**src/hdl/pfr_pkg.sv**
```systemverilog
`timescale 1ns / 1ps

package pfr_pkg;

    // Line and framing codes
    localparam logic [7:0] FLAG_BYTE   = 8'h7E;
    localparam logic [7:0] ESC_BYTE    = 8'h7D;
    localparam logic [7:0] ESC_XOR     = 8'h20;

    // Register defaults and queue sizing
    localparam logic [15:0] MAX_BODY_RESET = 16'd1500;
    localparam int          QUEUE_DEPTH    = 4;

    // Result kind
    localparam logic KIND_DATA   = 1'b0;
    localparam logic KIND_STATUS = 1'b1;

    // Protocol selector
    localparam logic [1:0] SEL_LCP  = 2'd0;
    localparam logic [1:0] SEL_PAP  = 2'd1;
    localparam logic [1:0] SEL_CHAP = 2'd2;

    // End-of-frame status
    localparam logic [1:0] STAT_FCS_GOOD = 2'd0;
    localparam logic [1:0] STAT_FCS_BAD  = 2'd1;
    localparam logic [1:0] STAT_LEN_ERR  = 2'd2;

    // Register index
    localparam logic REG_MAX_BODY_LEN = 1'b0;

    typedef struct packed {
        logic        out_kind;
        logic [7:0]  body_byte;
        logic [1:0]  protocol_sel;
        logic [7:0]  msg_code;
        logic [7:0]  msg_id;
        logic [15:0] body_len;
        logic [1:0]  frame_status;
    } t_result;

    // Handshake between the unescaped byte queue and the parser
    typedef struct packed {
        logic       valid;
        logic [7:0] data;
    } t_byte_req;

endpackage

```
**src/hdl/pfr_fifo.sv**
```systemverilog
`timescale 1ns / 1ps

module pfr_fifo #(
    parameter int WIDTH = 8,
    parameter int DEPTH = pfr_pkg::QUEUE_DEPTH
) (
    input  logic             i_clk,
    input  logic             i_rst_n,
    input  logic             i_push,
    input  logic [WIDTH-1:0] i_data,
    output logic             o_full,
    input  logic             i_pop,
    output logic [WIDTH-1:0] o_data,
    output logic             o_empty
);

    localparam int PW = (DEPTH > 1) ? $clog2(DEPTH) : 1;
    localparam int CW = $clog2(DEPTH + 1);
    localparam logic [PW-1:0] LAST_PTR = PW'(DEPTH - 1);
    localparam logic [CW-1:0] FULL_CNT = CW'(DEPTH);

    logic [WIDTH-1:0] r_mem [DEPTH];
    logic [PW-1:0]    r_wr_ptr, n_wr_ptr;
    logic [PW-1:0]    r_rd_ptr, n_rd_ptr;
    logic [CW-1:0]    r_count, n_count;
    logic             do_push, do_pop;

    assign o_full  = (r_count == FULL_CNT);
    assign o_empty = (r_count == '0);
    assign o_data  = r_mem[r_rd_ptr];
    assign do_push = i_push && !o_full;
    assign do_pop  = i_pop && !o_empty;

    always_comb begin
        n_wr_ptr = r_wr_ptr;
        n_rd_ptr = r_rd_ptr;
        n_count  = r_count;
        if (do_push) begin
            n_wr_ptr = (r_wr_ptr == LAST_PTR) ? '0 : r_wr_ptr + 1'b1;
        end
        if (do_pop) begin
            n_rd_ptr = (r_rd_ptr == LAST_PTR) ? '0 : r_rd_ptr + 1'b1;
        end
        if (do_push && !do_pop) begin
            n_count = r_count + 1'b1;
        end else if (do_pop && !do_push) begin
            n_count = r_count - 1'b1;
        end
    end

    always_ff @(posedge i_clk) begin
        if (do_push) begin
            r_mem[r_wr_ptr] <= i_data;
        end
    end

    always_ff @(posedge i_clk) begin
        if (!i_rst_n) begin
            r_wr_ptr <= '0;
            r_rd_ptr <= '0;
            r_count  <= '0;
        end else begin
            r_wr_ptr <= n_wr_ptr;
            r_rd_ptr <= n_rd_ptr;
            r_count  <= n_count;
        end
    end

endmodule

```
**src/hdl/pfr_unescape.sv**
```systemverilog
`timescale 1ns / 1ps

module pfr_unescape (
    input  logic       i_clk,
    input  logic       i_rst_n,
    input  logic       i_push,
    input  logic [7:0] i_rx_byte,
    input  logic       i_q_full,
    output logic       o_q_push,
    output logic [7:0] o_q_data
);

    logic r_esc_pending, n_esc_pending;
    logic take;

    assign take = i_push && !i_q_full;

    always_comb begin
        n_esc_pending = r_esc_pending;
        o_q_push      = 1'b0;
        o_q_data      = i_rx_byte;
        if (take) begin
            if (r_esc_pending) begin
                // flip bit 5 of the escaped byte
                o_q_data      = i_rx_byte ^ pfr_pkg::ESC_XOR;
                o_q_push      = 1'b1;
                n_esc_pending = 1'b0;
            end else if (i_rx_byte == pfr_pkg::ESC_BYTE) begin
                // drop the escape itself
                n_esc_pending = 1'b1;
            end else begin
                o_q_push = 1'b1;
            end
        end
    end

    always_ff @(posedge i_clk) begin
        if (!i_rst_n) begin
            r_esc_pending <= 1'b0;
        end else begin
            r_esc_pending <= n_esc_pending;
        end
    end

endmodule

```
**src/hdl/pfr_parser.sv**
```systemverilog
`timescale 1ns / 1ps

module pfr_parser (
    input  logic                i_clk,
    input  logic                i_rst_n,
    input  logic [15:0]         i_max_body_len,
    input  pfr_pkg::t_byte_req  i_req,
    output logic                o_pop,
    input  logic                i_out_full,
    output logic                o_out_push,
    output pfr_pkg::t_result    o_result
);

    typedef enum logic [3:0] {
        ST_HUNT, ST_ADDR, ST_CTRL, ST_PRO1, ST_PRO2, ST_CODE,
        ST_ID, ST_LEN1, ST_LEN2, ST_BODY, ST_FCS1, ST_FCS2
    } t_stage;

    localparam logic [15:0] FCS_INIT    = 16'hFFFF;
    localparam logic [15:0] FCS_GOOD    = 16'hF0B8;
    localparam logic [15:0] FCS_POLY    = 16'h8408;
    localparam logic [7:0]  ADDR_BYTE   = 8'hFF;
    localparam logic [7:0]  CTRL_BYTE   = 8'h03;
    localparam logic [15:0] PID_LCP     = 16'h21C0;
    localparam logic [15:0] PID_PAP     = 16'h23C0;
    localparam logic [15:0] PID_CHAP    = 16'h23C2;
    localparam logic [15:0] HDR_LEN     = 16'd4;

    function automatic logic [15:0] fcs_byte(input logic [15:0] fcs, input logic [7:0] b);
        logic [15:0] f;
        f = fcs ^ {8'h00, b};
        for (int i = 0; i < 8; i++) begin
            f = f[0] ? ((f >> 1) ^ FCS_POLY) : (f >> 1);
        end
        return f;
    endfunction

    t_stage      r_stage, n_stage;
    logic [15:0] r_fcs, n_fcs;
    logic [7:0]  r_first_half, n_first_half;
    logic [1:0]  r_proto, n_proto;
    logic [7:0]  r_code, n_code;
    logic [7:0]  r_id, n_id;
    logic [15:0] r_length, n_length;
    logic [15:0] r_bytes_left, n_bytes_left;

    logic        take, emit, emit_kind;
    logic [1:0]  emit_status;
    logic [7:0]  b;
    logic [15:0] hdr_len, fcs_next, left_dec;

    assign take     = i_req.valid && !i_out_full;
    assign o_pop    = take;
    assign b        = i_req.data;
    assign hdr_len  = {r_first_half, b};
    assign fcs_next = fcs_byte(r_fcs, b);
    assign left_dec = (r_bytes_left != '0) ? r_bytes_left - 1'b1 : r_bytes_left;

    always_comb begin
        n_stage      = r_stage;
        n_fcs        = r_fcs;
        n_first_half = r_first_half;
        n_proto      = r_proto;
        n_code       = r_code;
        n_id         = r_id;
        n_length     = r_length;
        n_bytes_left = r_bytes_left;
        emit         = 1'b0;
        emit_kind    = pfr_pkg::KIND_STATUS;
        emit_status  = pfr_pkg::STAT_FCS_GOOD;
        if (take) begin
            if (r_stage == ST_HUNT) begin
                n_fcs = FCS_INIT;
                if (b == pfr_pkg::FLAG_BYTE) begin
                    n_stage = ST_ADDR;
                end
            end else begin
                n_fcs = fcs_next;
                unique case (r_stage)
                    ST_ADDR: begin
                        if (b == ADDR_BYTE) begin
                            n_stage = ST_CTRL;
                        end else if (b == pfr_pkg::FLAG_BYTE) begin
                            // another opening flag: restart the check
                            n_fcs = FCS_INIT;
                        end else begin
                            n_stage = ST_HUNT;
                        end
                    end
                    ST_CTRL: n_stage = (b == CTRL_BYTE) ? ST_PRO1 : ST_HUNT;
                    ST_PRO1: begin
                        n_first_half = b;
                        n_stage      = ST_PRO2;
                    end
                    ST_PRO2: begin
                        n_stage = ST_CODE;
                        if ({b, r_first_half} == PID_LCP) begin
                            n_proto = pfr_pkg::SEL_LCP;
                        end else if ({b, r_first_half} == PID_PAP) begin
                            n_proto = pfr_pkg::SEL_PAP;
                        end else if ({b, r_first_half} == PID_CHAP) begin
                            n_proto = pfr_pkg::SEL_CHAP;
                        end else begin
                            n_stage = ST_HUNT;
                        end
                    end
                    ST_CODE: begin
                        n_code  = b;
                        n_stage = ST_ID;
                    end
                    ST_ID: begin
                        n_id    = b;
                        n_stage = ST_LEN1;
                    end
                    ST_LEN1: begin
                        n_first_half = b;
                        n_stage      = ST_LEN2;
                    end
                    ST_LEN2: begin
                        if (hdr_len < HDR_LEN) begin
                            n_length    = '0;
                            n_stage     = ST_HUNT;
                            emit        = 1'b1;
                            emit_status = pfr_pkg::STAT_LEN_ERR;
                        end else begin
                            n_length = hdr_len - HDR_LEN;
                            if (n_length > i_max_body_len) begin
                                n_stage     = ST_HUNT;
                                emit        = 1'b1;
                                emit_status = pfr_pkg::STAT_LEN_ERR;
                            end else begin
                                n_bytes_left = n_length;
                                n_stage      = (n_length == '0) ? ST_FCS1 : ST_BODY;
                            end
                        end
                    end
                    ST_BODY: begin
                        n_bytes_left = left_dec;
                        if (left_dec == '0) begin
                            n_stage = ST_FCS1;
                        end
                        emit      = 1'b1;
                        emit_kind = pfr_pkg::KIND_DATA;
                    end
                    ST_FCS1: n_stage = ST_FCS2;
                    ST_FCS2: begin
                        n_stage     = ST_HUNT;
                        emit        = 1'b1;
                        emit_status = (fcs_next == FCS_GOOD) ? pfr_pkg::STAT_FCS_GOOD
                                                             : pfr_pkg::STAT_FCS_BAD;
                    end
                    default: n_stage = ST_HUNT;
                endcase
            end
        end
    end

    assign o_out_push            = emit;
    assign o_result.out_kind     = emit_kind;
    assign o_result.body_byte    = (emit_kind == pfr_pkg::KIND_DATA) ? b : 8'h00;
    assign o_result.protocol_sel = n_proto;
    assign o_result.msg_code     = n_code;
    assign o_result.msg_id       = n_id;
    assign o_result.body_len     = n_length;
    assign o_result.frame_status = emit_status;

    always_ff @(posedge i_clk) begin
        if (!i_rst_n) begin
            r_stage      <= ST_HUNT;
            r_fcs        <= FCS_INIT;
            r_first_half <= '0;
            r_proto      <= pfr_pkg::SEL_LCP;
            r_code       <= '0;
            r_id         <= '0;
            r_length     <= '0;
            r_bytes_left <= '0;
        end else begin
            r_stage      <= n_stage;
            r_fcs        <= n_fcs;
            r_first_half <= n_first_half;
            r_proto      <= n_proto;
            r_code       <= n_code;
            r_id         <= n_id;
            r_length     <= n_length;
            r_bytes_left <= n_bytes_left;
        end
    end

endmodule

```
**src/hdl/ppp_frame_receiver.sv**
```systemverilog
`timescale 1ns / 1ps

// PPP receive framer with FCS-16 check.
// Input channel: raw line bytes on i_rx_byte; a request is taken at a clock edge
//   with push high and full low. 0x7D escapes are removed at the front.
// Result channel: while empty is low the oldest result sits on the o_* ports;
//   pop high at an edge takes it. A result is a body byte (o_out_kind 0) or an
//   end-of-frame status (o_out_kind 1) with the captured header fields.
// Throughput: one byte per cycle sustained while the result queue has room;
//   the parser does the FCS update and the parse step of a byte together.
// Path: a taken byte is written into the byte queue, parsed when it reaches
//   the head of that queue, and its result is written into the result queue.
// Stall: when the result queue fills, the parser holds; the byte queue then
//   fills and full rises. No request is lost.
// Configuration: APB write to byte address 0 sets max_body_len (reset 1500).
//   pready is tied high.
// Reset: synchronous, active low; clears both queues and the parse state and
//   sends the parser back to flag hunt.
module ppp_frame_receiver #(
    parameter int DEPTH = pfr_pkg::QUEUE_DEPTH
) (
    input  logic        i_clk,
    input  logic        i_rst_n,
    // byte input
    input  logic        push,
    output logic        full,
    input  logic [7:0]  i_rx_byte,
    // result output
    output logic        empty,
    input  logic        pop,
    output logic        o_out_kind,
    output logic [7:0]  o_body_byte,
    output logic [1:0]  o_protocol_sel,
    output logic [7:0]  o_msg_code,
    output logic [7:0]  o_msg_id,
    output logic [15:0] o_body_len,
    output logic [1:0]  o_frame_status,
    // configuration
    input  logic        psel,
    input  logic        penable,
    input  logic        pwrite,
    input  logic [2:0]  paddr,
    input  logic [31:0] pwdata,
    output logic [31:0] prdata,
    output logic        pready
);

    localparam int RES_W = $bits(pfr_pkg::t_result);

    logic [15:0]        r_max_body_len;
    logic               cfg_wr;

    logic               q_push, q_full, q_empty, q_pop;
    logic [7:0]         q_wdata, q_rdata;
    pfr_pkg::t_byte_req byte_req;

    logic               out_push, out_full;
    pfr_pkg::t_result   result_in, result_out;
    logic [RES_W-1:0]   result_bits;

    // Configuration register: word index taken from paddr[2]
    assign pready = 1'b1;
    assign cfg_wr = psel && penable && pwrite && (paddr[2] == pfr_pkg::REG_MAX_BODY_LEN);
    assign prdata = (paddr[2] == pfr_pkg::REG_MAX_BODY_LEN) ? {16'h0000, r_max_body_len}
                                                           : 32'h0000_0000;

    always_ff @(posedge i_clk) begin
        if (!i_rst_n) begin
            r_max_body_len <= pfr_pkg::MAX_BODY_RESET;
        end else if (cfg_wr) begin
            r_max_body_len <= pwdata[15:0];
        end
    end

    // Front: strip escapes, queue unescaped bytes
    pfr_unescape u_unescape (
        .i_clk     (i_clk),
        .i_rst_n   (i_rst_n),
        .i_push    (push),
        .i_rx_byte (i_rx_byte),
        .i_q_full  (q_full),
        .o_q_push  (q_push),
        .o_q_data  (q_wdata)
    );

    assign full = q_full;

    pfr_fifo #(
        .WIDTH (8),
        .DEPTH (DEPTH)
    ) u_byte_q (
        .i_clk   (i_clk),
        .i_rst_n (i_rst_n),
        .i_push  (q_push),
        .i_data  (q_wdata),
        .o_full  (q_full),
        .i_pop   (q_pop),
        .o_data  (q_rdata),
        .o_empty (q_empty)
    );

    assign byte_req.valid = !q_empty;
    assign byte_req.data  = q_rdata;

    // Back: header parse, FCS check, result generation
    pfr_parser u_parser (
        .i_clk          (i_clk),
        .i_rst_n        (i_rst_n),
        .i_max_body_len (r_max_body_len),
        .i_req          (byte_req),
        .o_pop          (q_pop),
        .i_out_full     (out_full),
        .o_out_push     (out_push),
        .o_result       (result_in)
    );

    // Result queue decouples the parser from the consumer
    pfr_fifo #(
        .WIDTH (RES_W),
        .DEPTH (DEPTH)
    ) u_result_q (
        .i_clk   (i_clk),
        .i_rst_n (i_rst_n),
        .i_push  (out_push),
        .i_data  (result_in),
        .o_full  (out_full),
        .i_pop   (pop),
        .o_data  (result_bits),
        .o_empty (empty)
    );

    assign result_out     = pfr_pkg::t_result'(result_bits);
    assign o_out_kind     = result_out.out_kind;
    assign o_body_byte    = result_out.body_byte;
    assign o_protocol_sel = result_out.protocol_sel;
    assign o_msg_code     = result_out.msg_code;
    assign o_msg_id       = result_out.msg_id;
    assign o_body_len     = result_out.body_len;
    assign o_frame_status = result_out.frame_status;

endmodule

```
**config.mk**
```make
export PLATFORM = sky130hd
export DESIGN_NAME = ppp_frame_receiver
export DESIGN_NICKNAME = d
export VERILOG_FILES = /design/src/hdl/pfr_pkg.sv /design/src/hdl/pfr_fifo.sv /design/src/hdl/pfr_unescape.sv /design/src/hdl/pfr_parser.sv /design/src/hdl/ppp_frame_receiver.sv
export SDC_FILE = /design/constraint.sdc
export NUM_CORES = 1
export LEC_CHECK = 0
export ABC_AREA = 1
export BUFFER_PORTS_ARGS = -buffer_cell sky130_fd_sc_hd__buf_2
export CAP_MARGIN = 25
export CORE_ASPECT_RATIO = 1.1
export CORE_MARGIN = 10
export CORE_UTILIZATION = 50
export CTS_BUF_LIST = sky130_fd_sc_hd__clkbuf_8
export DETAILED_ROUTE_END_ITERATION = 10
export GPL_TIMING_DRIVEN = 0
export PLACE_DENSITY = 0.74
export SETUP_SLACK_MARGIN = 0.4
export SLEW_MARGIN = 20
export SYNTH_ARGS = -nofsm -noshare
export SYNTH_HDL_FRONTEND = slang
export SYNTH_SLANG_ARGS = --single-unit
```
**constraint.sdc**
```tcl
create_clock -name i_clk -period 8.76 [get_ports i_clk]
set_input_delay 1.314 -clock i_clk [delete_from_list [all_inputs] [get_ports i_clk]]
set_output_delay 1.314 -clock i_clk [all_outputs]
set_load 0.005 [all_outputs]
```
Yosys cells after proc, flatten, opt, wreduce, memory -nomap -nowiden

Memories as Yosys holds them, arrays and structs flattened. A register that Yosys moved wholly into a read port is not among the register bits.
Cells that the tools add are included.

Reduce and logical (&&, ||, !) cells: 35
$add $sub $neg: 10
Bitwise operators: 12
Order comparisons: 2
Mux-type cells: 84
Equality and inequality tests: 30

Operator list:

| operator                                                                       | number |
|---|---|
| 16-bit two-way mux                                                             | 20 |
| 8-bit two-way mux                                                              | 7 |
| 16-bit by 14-bit == test with 1-bit output (second input constant)             | 3 |
| 2-bit two-way mux                                                              | 20 |
| 4-bit one-hot mux with 10 select lines                                         | 1 |
| 4-bit two-way mux                                                              | 9 |
| 16-bit logical NOT                                                             | 2 |
| 16-bit one-hot mux with 2 select lines                                         | 1 |
| 2-bit inverter with 3-bit output                                               | 8 |
| 1-bit two-way mux                                                              | 17 |
| 16-bit == test (second input constant)                                         | 1 |
| 4-bit by 3-bit == test with 1-bit output (second input constant)               | 4 |
| 4-bit == test (second input constant)                                          | 4 |
| 8-bit by 7-bit == test with 1-bit output (second input constant)               | 2 |
| 16-bit > comparator                                                            | 1 |
| 16-bit by 3-bit less-than comparator with 1-bit output (second input constant) | 1 |
| 16-bit nonzero test                                                            | 1 |
| 16-bit by 1-bit subtractor with 16-bit output (second input constant)          | 1 |
| 16-bit by 3-bit subtractor with 16-bit output (second input constant)          | 1 |
| 16-bit by 8-bit XOR with 16-bit output                                         | 1 |
| 3-bit two-way mux                                                              | 5 |
| 1-bit logical AND                                                              | 13 |
| 6-bit two-way mux                                                              | 2 |
| 2-bit by 1-bit adder with 2-bit output (second input constant)                 | 4 |
| other kinds (22)                                                               | 44 |

Flip-flop bits (word level): 109
Memory bits (writable): 212
Memories: 2
Word-level logic and storage cells: 191
Input bits: 50
Output and inout bits: 80

Memories:

| name             | depth | width | rd ports | clocked after Yosys merged registers in | write ports | line           | source |
|---|---|---|---|---|---|---|---|
| u_result_q.r_mem | 4     | 45    | 1        | 1                                       | 1           | pfr_fifo.sv:22 | `logic [WIDTH-1:0] r_mem [DEPTH];` |
| u_byte_q.r_mem   | 4     | 8     | 1        | 1                                       | 1           | pfr_fifo.sv:22 |  |

Longest topological paths before layout

Depth in word-level cells: 22
Depth in mapped cells: 31
Gate-level depth less buffers: 29

Hierarchy

From an unflattened synthesis, not the netlist that was laid out.

Cell total of the unflattened synthesis: 1634
Area total of the unflattened synthesis: 15397.3 µm²

By module, submodules not included:

| module                | sequential area each (µm²) | area an instance (µm²) | cells each | times used |
|---|---|---|---|---|
| pfr_fifo (u_result_q) | 5585.4                     | 7305.8                 | 507        | 1 |
| pfr_parser            | 1561.5                     | 5273.8                 | 807        | 1 |
| pfr_fifo (u_byte_q)   | 1141.1                     | 1692.9                 | 148        | 1 |
| ppp_frame_receiver    | 320.3                      | 965.9                  | 147        | 1 |
| pfr_unescape          | 20.0                       | 158.9                  | 25         | 1 |

Worst setup path before layout

OpenSTA, ideal clock, no wires.

Path kind: reg-to-reg
Start: reg with a tool-made name
End: mem u_result_q.r_mem[0][0] (netlist name) (enable)
Data required time: 8312 ps
Buffers on the path: 2
Stages on the path, launching flop included: 24
Arrival: 4637 ps
Setup slack: 3675 ps
Period minus slack after synthesis: 5085 ps
Setup time: 448 ps
Cell sequence: dfxtp_1 buf_6 inv_6 buf_6 nand2_1 nand3_2 nand2_4 ha_1 nand2_1 nor2_8 nand3_1 nand2_1 inv_2 ha_1 nand4_1 nor3_1 nand2_1 nand2_1 nand2_1 nand2_1 nand2_2 o21ai_1 nand2_2 nor2_1

RTL lines:

| element   | line |
|---|---|
| to (decl) | pfr_fifo.sv:22 |

==> metrics.md <==
| Metric | Value |
|---|---|
| P_leak | `~0.007 uW` |
| Die footprint | `~0.038 sq mm` |
| Worst hold path type | `register to register` |
| RSZ-0062 raised after global routing | `false` |
| Net count, final | `around 1.8k` |
| Register area share after synthesis | `approximately 57%` |
| Wirelength per Cell | `between 15 and 20 um` |
| Metal2 WL | `around 18000 um` |
| Crit path time final | `5.065 ns` |
| DRC violations left | `0` |
| Final Cycle Share | `between 50% and 60%` |
| Die X | `roughly 190 um` |
| Post-CTS setup buffer count | `0` |
| Share of cells above drive strength 1 | `~16%` |
| Post-place setup slack | `between 3 and 4 ns` |
| Cells after Synth | `~1.6k` |
| Final Instance Area | `about 0.017 sq mm` |
| Critical Path Sink Type | `register` |
| Core footprint | `0.02965 sq mm` |
| Most used cell, CP | `nand2_1` |
| Final hold slack | `~0.47 ns` |
| # H-tree levels | `2` |
| Slew @ Worst Pin | `1.007 ns` |
| Synth Flop Type | `edfxtp_1` |
| Tot GR Track Use | `about a fifth` |
| CTS max path bufs | `3` |
| Port-buffer cells | `92` |
| Hold depth | `2` |
| Post-synth top cells | `nand2_1, nor2_1, edfxtp_1` |
| Critical path class | `register to register` |
| Post-synth ARST share | `0%` |
| Crit path max fanout | `10` |
| Req. time, crit path | `slightly above 9 ns` |
| Vias | `roughly 12k` |
| Mapped cell area | `approximately 0.015 sq mm` |
| Final Skew | `~0.035 ns` |
| CTS clock-pin slew for the worst setup and hold paths | `around 0.07 ns` |
| MaxCap Viol Count | `0` |
| Status | `finished clean` |
| Std-Cell Rows | `66` |
| Final-report hold violation count | `0` |
| Post-CTS Hold Fix Bufs | `0` |
| Worst path max stage delay | `between 0.4 and 0.5 ns` |
| Via density | `between 5 and 6` |
| Die height | `between 200 and 250 um` |
| Hold endpoint | `u_parser.r_length[9]` |
| Setup_tns | `0 ns` |
| Initial Util | `50.90%` |
| Synth Warn # | `0` |
| Hold Path Origin | `u_parser.r_length[9]` |
| Reg2reg end | `u_result_q.r_count[2]` |
| CP arrival | `5.53 ns` |
| Dpl cell area | `0.01629 sq mm` |
| Synth top area cells | `edfxtp_1, dfxtp_1, nand2_1, nor2_1, o21ai_0` |
| PD cells | `281.1 mW/mm^2` |
| Clock power share | `25.1%` |
| Clock buffer count from CTS | `51` |
| Fin. max-slew vios | `0` |
| 1st-pass router iterations | `6` |
| Clk Tree Root Cell | `clkbuf_8` |
| Psw | `1895 uW` |
| Final WL | `around 37000 um` |
| Final worst slack | `3.695 ns` |
| CTS tree | `yes` |
| Worst vdd ir | `around 190 uV` |
| Comb power frac | `~39%` |
| Sink Count | `around 330` |
| R2R Setup Slk | `3.69 ns` |
| Vias in the first global route | `~12k` |
| Startpoint Class | `register` |
| Slowest cell on crit path | `fa_1` |
| Worst R2R Path Depth | `30` |
| DRT iter0 DRCs | `roughly 780` |
| Worst skew pair latency | `about 0.6 ns` |
| Wire length of the first global-routing pass | `roughly 59000 um` |
| Max Freq | `197.4 MHz` |
| DPL Wire Length | `26060 um` |
| Final Setup Violations | `0` |
| Worst path bufs/invs | `6` |
| Top delay family on crit path | `simple AND/OR/NAND/NOR gates` |
| Int Power | `2965 uW` |
| Post-synth EDFFs | `~210` |
| Global route overflow | `0` |
| Met3 wire length | `~2900 um` |
| Synth top area share | `between 40 and 50%` |
| PostCTS Resize Cnt | `0` |
| Post-synthesis cell type count | `between 50 and 60` |
| Area growth from synthesis to layout | `14.56%` |
| Largest net degree at the start of global routing | `24` |
| Share of power burned in registers | `a little over a third` |
| Count leader, synth | `nand2_1` |
| Average size of a mapped cell | `roughly 9.5 sq um` |
| Biggest area consumer among synthesized cells | `edfxtp_1` |
| Top Metal Used | `met4` |
| Worst path depth | `30` |
| Wl on met1 | `between 15000 and 20000 um` |
| #FFs+latches synth | `about 330` |
| Initial antenna violation count | `0` |
| Sw frac | `about two fifths` |
| Ports | `130` |
| Diode count | `0` |
| Gp weighted congestion | `about 0.9` |
| Slew HR | `roughly a third` |
| Antenna viol nets, final | `0` |
[registers in the layout (all words and copies together), names as in the netlist, 8 cells and up, named ones only]
name and flops:
r_max_body_len 16, u_byte_q.r_mem 32, u_parser.r_bytes_left 16, u_parser.r_code 8, u_parser.r_fcs 16, u_parser.r_first_half 8
u_parser.r_id 8, u_parser.r_length 16, u_result_q.r_mem 180
[area by class of cell]
| class | instances | area (sq um) |
|---|---|---|
| multi-input combinational | 1050 | 5524 |
| sequential | 325 | 8628 |
| fill | 2546 | 12360 |
| buffer | 83 | 459.2 |
| clock buffer | 61 | 839.6 |
| inverter | 147 | 564.3 |
| timing repair buffer | 100 | 650.6 |
| clock inverter | 34 | 152.6 |
| tap | 374 | 467.9 |
[through the flow]
stage / cells / total power [uW] / utilization (%)
floorplan: 1605 / 3081 / -
global placement: 2071 / 3624 / 54.22
detailed placement: 2079 / 3665 / 54.96
CTS: 2174 / 4871 / 58.31
global route: 2174 / 5147 / 58.31
finish: 2174 / 4860 / 58.31
[placed cells by master (no fill, tap or decap), drive strengths merged, types with 7 or more instances in the layout]
master  count
a211oi      7
a21oi      60
buf       133
clkbuf    111
clkinv     10
conb       17
dfxtp     113
edfxtp    212
ha         33
inv       171
nand2     306
nand3      60
nand4      13
nor2      254
nor3       15
o211ai     10
o21ai     168
o22ai      60
xnor2      14
xor2       12
[routing by layer]
| layer | track usage, % | vias up |
|---|---|---|
| li1 | - | 5693 |
| met1 | 24.28 | 5446 |
| met2 | 33.10 | 442 |
| met3 | 3.821 | 90 |
| met4 | 7.320 | 0 |
| met5 | 0 | - |
[worst max path at each step]
stage	start	endpoint	slack [ns]
after floorplan	register	u_result_q.r_mem[0][0]	3.68
after global placement	register	u_result_q.r_mem[3][11]	1.42
after detailed placement	register	u_result_q.r_count[2]	3.74
after CTS	register	u_result_q.r_count[2]	3.74
after global routing	register	u_result_q.r_count[2]	3.25
final	register	u_result_q.r_count[2]	3.69
[power by group through the flow]
stage	Combinational [uW]	Sequential (uW)	Clock, uW
after floorplan	1300	1790	0
after global placement	1830	1790	0
after detailed placement	1870	1800	0
after CTS	1870	1760	1230
after global routing	2070	1780	1300
final	1880	1770	1220
[cells by family (layout without fill, tap and decap cells)]
| family | after synthesis | after routing | share of synthesized area [%] |
|---|---|---|---|
| AO/OA/AOI/OAI | 316 | 316 | 11.69 |
| flip-flops | 325 | 325 | 57.18 |
| AND/OR/NAND/NOR | 656 | 656 | 19.16 |
| XOR/XNOR | 26 | 26 | 2.131 |
| buffers and inverters | 230 | 425 | 6.783 |
| adder cells (fa/ha/maj) | 35 | 35 | 3.002 |
| other | 2 | 17 | 0.04977 |
[worst min-delay path, delay by kind of cell (launching register included)]
family | cells | cell delay (ns)
simple gates | 1 | 0.07
compound gates | 1 | 0.06
flops | 1 | 0.30
No activity file was read; power rests on OpenSTA's default activity.
